$ cat src/rtl/rlqa_pkg.sv
package rlqa_pkg;

  // Field widths
  localparam int OP_W       = 3;
  localparam int ID_W       = 16;
  localparam int TIME_W     = 32;
  localparam int EST_W      = 16;
  localparam int NODES_W    = 10;
  localparam int ACT_W      = 10;
  localparam int QCNT_W     = 7;
  localparam int KIND_W     = 2;
  localparam int RATE_W     = 20;
  localparam int BURST_W    = 16;
  localparam int CFG_IDX_W  = 3;
  localparam int CFG_DATA_W = 20;

  // Stream bus widths (fields packed from bit 0, padded to whole bytes)
  localparam int S_TDATA_W = 80;
  localparam int M_TDATA_W = 40;

  // Rate is Q12.8 per second
  localparam int RATE_FRAC_BITS = 8;
  // Credit cap in whole queries: burst + nodes - 1 fits 17 bits
  localparam int CAPQ_W = 17;
  // Estimated total grows by up to MAX_RESULTS node counts per check
  localparam int EST_SUM_W = 17;

  localparam int MAX_RESULTS = 32;
  localparam int RES_CNT_W   = 6;
  localparam logic [ACT_W-1:0] ACTIVE_MAX = 10'd1023;

  localparam int DEF_QUEUE_DEPTH    = 32;
  localparam int DEF_TIME_FRAC_BITS = 10;

  // Operation codes
  localparam logic [OP_W-1:0] OP_ENQUEUE  = 3'd0;
  localparam logic [OP_W-1:0] OP_COMPLETE = 3'd1;
  localparam logic [OP_W-1:0] OP_CHECK    = 3'd2;
  localparam logic [OP_W-1:0] OP_ABORT    = 3'd3;
  localparam logic [OP_W-1:0] OP_COUNT    = 3'd4;

  // Result kinds
  localparam logic [KIND_W-1:0] KIND_RELEASE = 2'd0;
  localparam logic [KIND_W-1:0] KIND_ABORT   = 2'd1;
  localparam logic [KIND_W-1:0] KIND_REJECT  = 2'd2;

  // Configuration register indexes
  localparam logic [CFG_IDX_W-1:0] REG_DRAIN_RATE       = 3'd0;
  localparam logic [CFG_IDX_W-1:0] REG_DRAIN_BURST      = 3'd1;
  localparam logic [CFG_IDX_W-1:0] REG_MIN_OWN_ACTIVE   = 3'd2;
  localparam logic [CFG_IDX_W-1:0] REG_MAX_OWN_ACTIVE   = 3'd3;
  localparam logic [CFG_IDX_W-1:0] REG_MIN_TOTAL_ACTIVE = 3'd4;

  // Wait queue control
  typedef struct packed {
    logic push;
    logic pop;
  } rlqa_qctl_t;

endpackage

$ cat src/rtl/rate_limited_query_admission_unit.sv
// Sequencing: an accepted enqueue or active-count bump finishes in the idle state and yields no
//   result; a rejected enqueue goes straight to the drain state, an abort pops ids there, and a
//   check or complete first passes the time, multiply and credit stages, then one queue pop.
// Each result moves from the pending register to the output stage; up to 32 per item. Input is
//   ready only in the idle state, so a new item waits for the last one and any result stalls.
// Reset: synchronous, active high; clears pointers, counts, credit, stamp, cfg (ceiling max).
module rate_limited_query_admission_unit
  import rlqa_pkg::*;
#(
  parameter int QUEUE_DEPTH    = DEF_QUEUE_DEPTH,
  parameter int TIME_FRAC_BITS = DEF_TIME_FRAC_BITS
) (
  input  logic                  clk,
  input  logic                  rst,
  // Input stream
  input  logic                  s_tvalid,
  output logic                  s_tready,
  // [2:0] op, [18:3] query_id, [50:19] now_time, [66:51] estimated_active,
  // [76:67] dispatch_nodes, [79:77] zero
  input  logic [S_TDATA_W-1:0]  s_tdata,
  // Result stream
  output logic                  m_tvalid,
  input  logic                  m_tready,
  // [15:0] query_id_res, [25:16] active_count, [32:26] queue_count, [39:33] zero
  output logic [M_TDATA_W-1:0]  m_tdata,
  // [1:0] kind
  output logic [KIND_W-1:0]     m_tuser,
  output logic                  m_tlast,
  // Configuration write port
  input  logic                  cfg_we,
  input  logic [CFG_IDX_W-1:0]  cfg_index,
  input  logic [CFG_DATA_W-1:0] cfg_data
);

  localparam int CNT_W    = $clog2(QUEUE_DEPTH + 1);
  localparam int DELAY_W  = TIME_FRAC_BITS + 2;
  localparam int PROD_W   = DELAY_W + RATE_W;
  localparam int CREDIT_W = CAPQ_W + TIME_FRAC_BITS;
  localparam int UNIT_W   = NODES_W + TIME_FRAC_BITS;
  localparam logic [TIME_W-1:0] TWO_SEC = TIME_W'(2) << TIME_FRAC_BITS;

  typedef enum logic [2:0] {ST_IDLE, ST_TIME, ST_MUL, ST_CRED, ST_DRAIN} state_t;
  typedef enum logic [1:0] {MODE_CHECK, MODE_ABORT, MODE_REJECT} mode_t;

  state_t state;
  mode_t  mode;

  // Configuration registers
  logic [RATE_W-1:0]  drain_rate;
  logic [BURST_W-1:0] drain_burst;
  logic [ACT_W-1:0]   min_own_active;
  logic [ACT_W-1:0]   max_own_active;
  logic [EST_W-1:0]   min_total_active;

  // Block state outside the queue memory
  logic [ACT_W-1:0]    own_active;
  logic [CREDIT_W-1:0] drain_credit;
  logic [TIME_W-1:0]   drain_stamp;
  logic                abort_latched;

  // Per-item working registers
  logic [TIME_W-1:0]    now_r;
  logic [EST_SUM_W-1:0] est_r;
  logic [NODES_W-1:0]   nodes_r;
  logic [DELAY_W-1:0]   delay;
  logic [PROD_W-1:0]    prod;
  logic [RES_CNT_W-1:0] n_res;

  // Pending result, one step behind the pop so its last flag is known
  logic              have_pend;
  logic [ID_W-1:0]   pend_id;
  logic [KIND_W-1:0] pend_kind;
  logic [ACT_W-1:0]  pend_active;
  logic [CNT_W-1:0]  pend_queue;

  // Output stage
  logic [ID_W-1:0]   out_id;
  logic [ACT_W-1:0]  out_active;
  logic [QCNT_W-1:0] out_queue;

  // Input fields
  logic [OP_W-1:0]    in_op;
  logic [ID_W-1:0]    in_id;
  logic [TIME_W-1:0]  in_now;
  logic [EST_W-1:0]   in_est;
  logic [NODES_W-1:0] in_nodes;

  assign in_op    = s_tdata[2:0];
  assign in_id    = s_tdata[18:3];
  assign in_now   = s_tdata[50:19];
  assign in_est   = s_tdata[66:51];
  assign in_nodes = s_tdata[76:67];

  // Queue
  rlqa_qctl_t       qctl;
  logic [ID_W-1:0]  q_head;
  logic [CNT_W-1:0] q_count;
  logic             q_full;

  rlqa_wait_queue #(
    .DEPTH (QUEUE_DEPTH)
  ) u_queue (
    .clk       (clk),
    .rst       (rst),
    .ctl       (qctl),
    .push_data (in_id),
    .head_data (q_head),
    .count     (q_count)
  );

  logic               s_acc;
  logic               out_free;
  logic               out_load;
  logic [ACT_W-1:0]   min_own;
  logic [UNIT_W-1:0]  unit;
  logic               credit_ok;
  logic               check_ok;
  logic               more;
  logic               can_step;
  logic [TIME_W-1:0]  diff;
  logic [CAPQ_W-1:0]  cap_q;
  logic [CREDIT_W-1:0] cap;
  logic [CREDIT_W:0]  credit_sum;

  assign s_tready = (state == ST_IDLE);
  assign s_acc    = s_tvalid && s_tready;
  assign out_free = !m_tvalid || m_tready;

  assign q_full   = (q_count == CNT_W'(QUEUE_DEPTH));

  // After an abort the own minimum counts as zero for good
  assign min_own   = abort_latched ? '0 : min_own_active;
  assign unit      = {nodes_r, {TIME_FRAC_BITS{1'b0}}};
  assign credit_ok = (drain_credit >= CREDIT_W'(unit));
  assign diff      = now_r - drain_stamp;

  // Cap the credit at burst plus nodes minus one whole queries
  assign cap_q      = CAPQ_W'(drain_burst) + CAPQ_W'(nodes_r) - 1'b1;
  assign cap        = {cap_q, {TIME_FRAC_BITS{1'b0}}};
  assign credit_sum = (CREDIT_W + 1)'(drain_credit) + (CREDIT_W + 1)'(prod[PROD_W-1:RATE_FRAC_BITS]);

  // Release one id while credit or the own minimum allows, within the ceilings; abort pops any id
  always_comb begin
    check_ok = (credit_ok || (own_active < min_own))
            && (q_count != '0)
            && (own_active < max_own_active)
            && !((own_active >= min_own) && (est_r >= EST_SUM_W'(min_total_active)));
    more = 1'b0;
    if (n_res < RES_CNT_W'(MAX_RESULTS)) begin
      case (mode)
        MODE_CHECK: more = check_ok;
        MODE_ABORT: more = (q_count != '0);
        default:    more = 1'b0;
      endcase
    end
  end

  // Pending result must leave before the next one is taken
  assign can_step = !have_pend || out_free;
  assign out_load = (state == ST_DRAIN) && can_step && have_pend;

  always_comb begin
    qctl.push = s_acc && (in_op == OP_ENQUEUE) && !q_full;
    qctl.pop  = (state == ST_DRAIN) && can_step && more;
  end

  always_ff @(posedge clk) begin
    if (rst) begin
      state            <= ST_IDLE;
      mode             <= MODE_CHECK;
      m_tvalid         <= 1'b0;
      have_pend        <= 1'b0;
      own_active       <= '0;
      drain_credit     <= '0;
      drain_stamp      <= '0;
      abort_latched    <= 1'b0;
      n_res            <= '0;
      drain_rate       <= '0;
      drain_burst      <= '0;
      min_own_active   <= '0;
      max_own_active   <= ACTIVE_MAX;
      min_total_active <= '0;
    end else begin
      // Configuration writes; indexes beyond the list are dropped
      if (cfg_we) begin
        unique case (cfg_index)
          REG_DRAIN_RATE:       drain_rate       <= cfg_data[RATE_W-1:0];
          REG_DRAIN_BURST:      drain_burst      <= cfg_data[BURST_W-1:0];
          REG_MIN_OWN_ACTIVE:   min_own_active   <= cfg_data[ACT_W-1:0];
          REG_MAX_OWN_ACTIVE:   max_own_active   <= cfg_data[ACT_W-1:0];
          REG_MIN_TOTAL_ACTIVE: min_total_active <= cfg_data[EST_W-1:0];
          default: ;
        endcase
      end

      // Load the output stage from the pending result, or free it once its
      // transaction completes
      if (out_load) begin
        m_tvalid <= 1'b1;
      end else if (m_tvalid && m_tready) begin
        m_tvalid <= 1'b0;
      end

      unique case (state)
        ST_IDLE: begin
          if (s_acc) begin
            now_r   <= in_now;
            est_r   <= EST_SUM_W'(in_est);
            nodes_r <= (in_nodes == '0) ? NODES_W'(1) : in_nodes;
            n_res   <= '0;
            mode    <= MODE_CHECK;
            unique case (in_op)
              OP_ENQUEUE: begin
                // Full queue: hand the id back as rejected, state untouched
                if (q_full) begin
                  pend_id     <= in_id;
                  pend_kind   <= KIND_REJECT;
                  pend_active <= own_active;
                  pend_queue  <= q_count;
                  have_pend   <= 1'b1;
                  mode        <= MODE_REJECT;
                  state       <= ST_DRAIN;
                end
              end
              OP_COMPLETE: begin
                if (own_active != '0) begin
                  own_active <= own_active - 1'b1;
                end
                state <= ST_TIME;
              end
              OP_CHECK: begin
                state <= ST_TIME;
              end
              OP_ABORT: begin
                abort_latched <= 1'b1;
                mode          <= MODE_ABORT;
                state         <= ST_DRAIN;
              end
              OP_COUNT: begin
                if (own_active < ACTIVE_MAX) begin
                  own_active <= own_active + 1'b1;
                end
              end
              default: ;
            endcase
          end
        end

        ST_TIME: begin
          // Elapsed time, clamped to 2 s with stamp catch-up; time going back adds nothing
          if (now_r >= drain_stamp) begin
            if (diff > TWO_SEC) begin
              delay       <= TWO_SEC[DELAY_W-1:0];
              drain_stamp <= (drain_stamp == '0) ? now_r : drain_stamp + TWO_SEC;
            end else begin
              delay       <= diff[DELAY_W-1:0];
              drain_stamp <= now_r;
            end
          end else begin
            delay <= '0;
          end
          state <= ST_MUL;
        end

        ST_MUL: begin
          prod  <= PROD_W'(delay) * PROD_W'(drain_rate);
          state <= ST_CRED;
        end

        ST_CRED: begin
          drain_credit <= (credit_sum >= (CREDIT_W + 1)'(cap)) ? cap
                                                               : credit_sum[CREDIT_W-1:0];
          state        <= ST_DRAIN;
        end

        ST_DRAIN: begin
          if (can_step) begin
            // Move the pending result out; it is last unless another pop follows
            if (have_pend) begin
              out_id     <= pend_id;
              m_tuser    <= pend_kind;
              out_active <= pend_active;
              out_queue  <= QCNT_W'(pend_queue);
              m_tlast    <= !more;
            end
            if (more) begin
              pend_id    <= q_head;
              pend_queue <= q_count - 1'b1;
              have_pend  <= 1'b1;
              n_res      <= n_res + 1'b1;
              if (mode == MODE_CHECK) begin
                pend_kind   <= KIND_RELEASE;
                pend_active <= own_active + 1'b1;
                own_active  <= own_active + 1'b1;
                est_r       <= est_r + EST_SUM_W'(nodes_r);
                drain_credit <= credit_ok ? drain_credit - CREDIT_W'(unit) : '0;
              end else begin
                pend_kind   <= KIND_ABORT;
                pend_active <= own_active;
              end
            end else begin
              have_pend <= 1'b0;
              state     <= ST_IDLE;
            end
          end
        end

        default: state <= ST_IDLE;
      endcase
    end
  end

  assign m_tdata = {(M_TDATA_W - ID_W - ACT_W - QCNT_W)'(0), out_queue, out_active, out_id};

endmodule

$ cat src/rtl/rlqa_wait_queue.sv
module rlqa_wait_queue
  import rlqa_pkg::*;
#(
  parameter int DEPTH = DEF_QUEUE_DEPTH,
  parameter int PTR_W = $clog2(DEPTH),
  parameter int CNT_W = $clog2(DEPTH + 1)
) (
  input  logic             clk,
  input  logic             rst,
  input  rlqa_qctl_t       ctl,
  input  logic [ID_W-1:0]  push_data,
  output logic [ID_W-1:0]  head_data,
  output logic [CNT_W-1:0] count
);

  logic [ID_W-1:0]  mem [DEPTH];
  logic [PTR_W-1:0] head;
  logic [PTR_W-1:0] tail;
  logic [PTR_W-1:0] head_next;

  always_comb begin
    head_next = head;
    if (ctl.pop) begin
      head_next = (head == PTR_W'(DEPTH - 1)) ? '0 : head + 1'b1;
    end
  end

  always_ff @(posedge clk) begin
    if (rst) begin
      head  <= '0;
      tail  <= '0;
      count <= '0;
    end else begin
      head <= head_next;
      if (ctl.push) begin
        tail <= (tail == PTR_W'(DEPTH - 1)) ? '0 : tail + 1'b1;
      end
      case ({ctl.push, ctl.pop})
        2'b10:   count <= count + 1'b1;
        2'b01:   count <= count - 1'b1;
        default: count <= count;
      endcase
    end
  end

  // Storage: one write port at the tail, registered read of the next head
  always_ff @(posedge clk) begin
    if (ctl.push) begin
      mem[tail] <= push_data;
    end
    head_data <= mem[head_next];
  end

endmodule

$ cat config.mk
export PLATFORM = sky130hd
export DESIGN_NAME = rate_limited_query_admission_unit
export DESIGN_NICKNAME = d
export VERILOG_FILES = /design/src/rtl/rlqa_pkg.sv /design/src/rtl/rate_limited_query_admission_unit.sv /design/src/rtl/rlqa_wait_queue.sv
export SDC_FILE = /design/constraint.sdc
export NUM_CORES = 2
export LEC_CHECK = 0
export ABC_AREA = 1
export BUFFER_PORTS_ARGS = -buffer_cell sky130_fd_sc_hd__buf_4
export CAP_MARGIN = 20
export CELL_PAD_IN_SITES_DETAIL_PLACEMENT = 1
export CELL_PAD_IN_SITES_GLOBAL_PLACEMENT = 1
export CORE_UTILIZATION = 45
export CTS_CLUSTER_SIZE = 10
export DETAILED_ROUTE_END_ITERATION = 12
export PLACE_DENSITY = 0.86
export SETUP_SLACK_MARGIN = 0.3
export SYNTH_ARGS = -nofsm -noshare
export SYNTH_HDL_FRONTEND = slang
export SYNTH_SLANG_ARGS = --single-unit
$ cat constraint.sdc
create_clock -name clk -period 5.9 [get_ports clk]
set_input_delay 0 -clock clk [delete_from_list [all_inputs] [get_ports clk]]
set_output_delay 0 -clock clk [all_outputs]
set_load 0.1 [all_outputs]
==> metrics.md <==
| Metric | Value |
|---|---|
| Fmax | `0.186 GHz` |
| Syn Std Cell Area | `51400 um^2` |
| DIE HEIGHT | `340 um` |
| Port Buffers | `141` |
| Lkg Pwr | `26.5 nW` |
| Outcome | `finished clean` |
| Final Setup Violations | `0` |
| Area grow syn2layout | `14.2%` |
| DRC violations left | `0` |
| Total die area | `115000 um^2` |
| CTS root buf | `clkbuf_16` |
| First-pass GRT wire length | `274000 um` |
| CP startpoint kind | `flip-flop` |
| WP data required | `6320 ps` |
| DR iter-0 viols | `4442` |
| VDD IR max | `0.269 mV` |
| Register Area | `24100 um^2` |
| Post-synthesis instance total | `5874` |
| Starting Density | `45.5%` |
| Final Cycle Share | `90.9%` |
| Rows | `123` |
| Most used cell, CP | `fa_1` |
| Grt total ovfl | `0` |
| Fillers | `13023` |
| Yosys top cell area share | `39.5%` |
| Layout cell share with drive strength beyond 1 | `7.53%` |
| CTS tree | `done` |
| Fin. max-slew vios | `0` |
| Worst slew pin tran | `between 1000 and 1500 ps` |
| Hpwl dp | `118000 um` |
| Critical Path End Type | `flip-flop` |
| Slowest CP cell | `fa_1` |
| Delay-heaviest family, CP | `adder cells` |
| Sequential share of the synthesized area | `between 40% and 50%` |
| Io pins | `~150` |
| Total track usage | `30.6%` |
| Clk Latency, worst-skew pair | `750 ps` |
| H-Tree Depth | `3` |
| Synth warn | `0` |
| Worst-path maximum fanout | `20` |
| Main area contributors after synthesis | `edfxtp_1 (40%), nand2_1 (9.2%), inv_1 (8.2%)` |
| Chip width | `340 um` |
| Antenna viol nets, final | `0` |
| Worst rel slew slack | `between 20% and 30%` |
| Pre-antenna DRT Iters | `6` |
| Worst EP arrival | `slightly below 6000 ps` |
| Clock transition at path regs | `60 ps` |
| Hold Path Cell Cnt | `2` |
| Dominant synthesized flop cell | `edfxtp_1` |
| Number of max-cap violations | `0` |
| Core area | `about 110000 um^2` |
| Vias in the first global route | `46923` |
| Period minus WS final | `5370 ps` |
| Worst hold slack | `42.2 ps` |
| Buf+Inv Stages, Crit Path | `5` |
| Clk sinks | `863` |
| Asr flop ratio synth | `0%` |
| Hold Crit Class | `in2reg` |
| Synth top cells by count | `nand2_1 (1262), inv_1 (1128), edfxtp_1 (676), nand3_1 (651), nor2_1 (311)` |
| Most common cell in the netlist | `nand2_1` |
| Pwr per Cell Area | `314 nW/um^2` |
| Avg Vias per Cell | `5.69` |
| Cell taking the most area after synthesis | `edfxtp_1` |
| Routability congestion estimate | `0.901` |
| WL per Instance | `23.5 um` |
| EDFF count, synth | `676` |
| Final-stage net count | `6636` |
| Crit Path Category | `reg2reg` |
| Synthesis-stage register bit count | `863` |
| WL final | `180000 um` |
| Multi-input logic area | `22000 um^2` |
| Final count of hold timing violations | `0` |
| Crit-path cells | `buf_12, nand2_1, fa_1, fa_1, fa_1, inv_1, fa_1, inv_1, fa_1, inv_1, ha_1, a21oi_1, o21ai_1, a21oi_2, o21ai_0, buf_4, a31oi_1, nor2_1, nand2_1, nand2_1, xor2_1` |
| CP max stage delay | `590 ps` |
| Largest net degree at the start of global routing | `90` |
| RSZ-0062 raised after global routing | `yes` |
| FF-to-FF path depth | `21` |
| Via count | `approximately 44000` |
| Instance count on the critical path | `21` |
| Post-synthesis cell type count | `61` |
| Syn Area/Cell | `8.74 um^2` |
| TritonCTS buffer count | `102` |
| Setup_tns | `0 ps` |
| Max clock buf depth | `3` |
| Worst clock skew | `between 70 and 80 ps` |
| Antenna violations before repair | `6` |
## cells in the final DEF (no fill, tap or decap), types with 5 or more instances in the layout
cell type      instances
o21bai_1              14
nand3_1              651
dfxtp_2               15
o21ai_1                7
a31oi_1               21
inv_2                  9
buf_4                242
o21a_1                11
fa_1                 184
nor2_2                 6
nor3_1                40
dlygate4sd3_1        120
clkbuf_8              10
o211ai_1               6
nand4_1               53
nand2_1             1262
edfxtp_1             676
nand3b_1              60
nor4_1                16
nand2_4                6
inv_1               1127
o21ai_0              229
o31ai_1                5
dfxtp_1              171
clkbuf_1              52
xor2_1                97
a21oi_1              287
xnor2_1               45
ha_1                 232
nor2_1               304
clkinv_2               7
buf_12                 8
a21oi_2                6
conb_1                 8
nor2_4                 7
clkbuf_16            105
a21o_1                12
## path summary, 6_finish.rpt
path                                  from                       to  slack, ps
setup / recovery    delay[3]$_SDFFCE_PP0P_       prod[28]$_DFFE_PP_        530
hold / removal                 s_tdata[41]      now_r[22]$_DFFE_PP_         40
setup reg to reg    delay[3]$_SDFFCE_PP0P_       prod[28]$_DFFE_PP_        530
hold reg to reg   pend_active[4]$_DFFE_PP_  out_active[4]$_DFFE_PP_        410
## final cells by class
type	count	share of cell area, %
Multi-Input combinational cell	3630	37.5
Clock buffer	167	5.05
Timing Repair Buffer	372	5.47
Tap cell	1500	3.20
Antenna cell	2	0.00853
Sequential cell	863	41.0
Inverter	1141	7.31
Clock inverter	15	0.414
## flip-flops by register name, summed over array words and instances (netlist names), 12 cells and up
| name | count |
|---|---|
| prod | 24 |
| u_queue.mem | 512 |
| min_total_active | 16 |
| drain_stamp | 32 |
| drain_rate | 20 |
| out_id | 16 |
| est_r | 17 |
| u_queue.head_data | 16 |
| drain_burst | 16 |
| delay | 12 |
| drain_credit | 27 |
| pend_id | 16 |
| now_r | 32 |
## worst register-to-register path: stages (launching register included)
cell      delay, ps
edfxtp_1        380
buf_12          180
nand2_1         100
fa_1            590
fa_1            490
fa_1            570
inv_1            60
fa_1            480
inv_1            50
fa_1            470
inv_1            40
ha_1            330
a21oi_1         150
o21ai_1         130
a21oi_2         170
o21ai_0         100
buf_4           160
a31oi_1         270
nor2_1          100
nand2_1          70
nand2_1          70
xor2_1          160
## logic make-up (layout without fill, tap and decap cells)
logic type	after synthesis	in the layout	share of synthesized area, %
xor+xnor	142	142	2.42
fa+ha+maj	418	418	12.9
flops	863	863	46.8
other cells	1	10	0.00730
simple gates	2436	2436	20.7
buf+inv	1388	1695	10.6
compound gates	625	625	6.53
mux	1	1	0.0219
## power breakdown
group	internal, W	leakage (nW)	switching (W)	total, W
combinational	0.00153	17.3	0.00357	0.00511
sequential	0.00685	7.64	0.000242	0.00709
clock	0.00352	1.54	0.00272	0.00623
## what timing repair did
item | 4_1_cts | 5_1_grt
gates resized for setup | 5 | 30
buffers inserted | 7 | 5
hold endpoints to repair | 703 | 0
endpoints found under the setup margin | 3 | 16
cloned | 0 | 0
hold buffers | 120 | 0
## metrics by stage
step | total power [W] | area [um^2] | instances | util (%) | setup WS, ps
after global placement | 0.0117 | 54000 | 7370 | 47.9 | 318
final | 0.0184 | 58700 | 7690 | 52.0 | 535
after detailed placement | 0.0120 | 54000 | 7370 | 47.9 | 119
after global routing | 0.0191 | 58700 | 7688 | 52.0 | 274
after CTS | 0.0183 | 58500 | 7679 | 51.8 | 308
after floorplan | 0.0104 | 51400 | 5881 | - | 819
## per-layer routing
metal	global-route usage (%)	wire length [um]
met3	5.08	15100
met4	12.6	7060
met5	0	46
met1	38.6	70600
met2	52.0	87600
(Power assumes the default switching activity.)
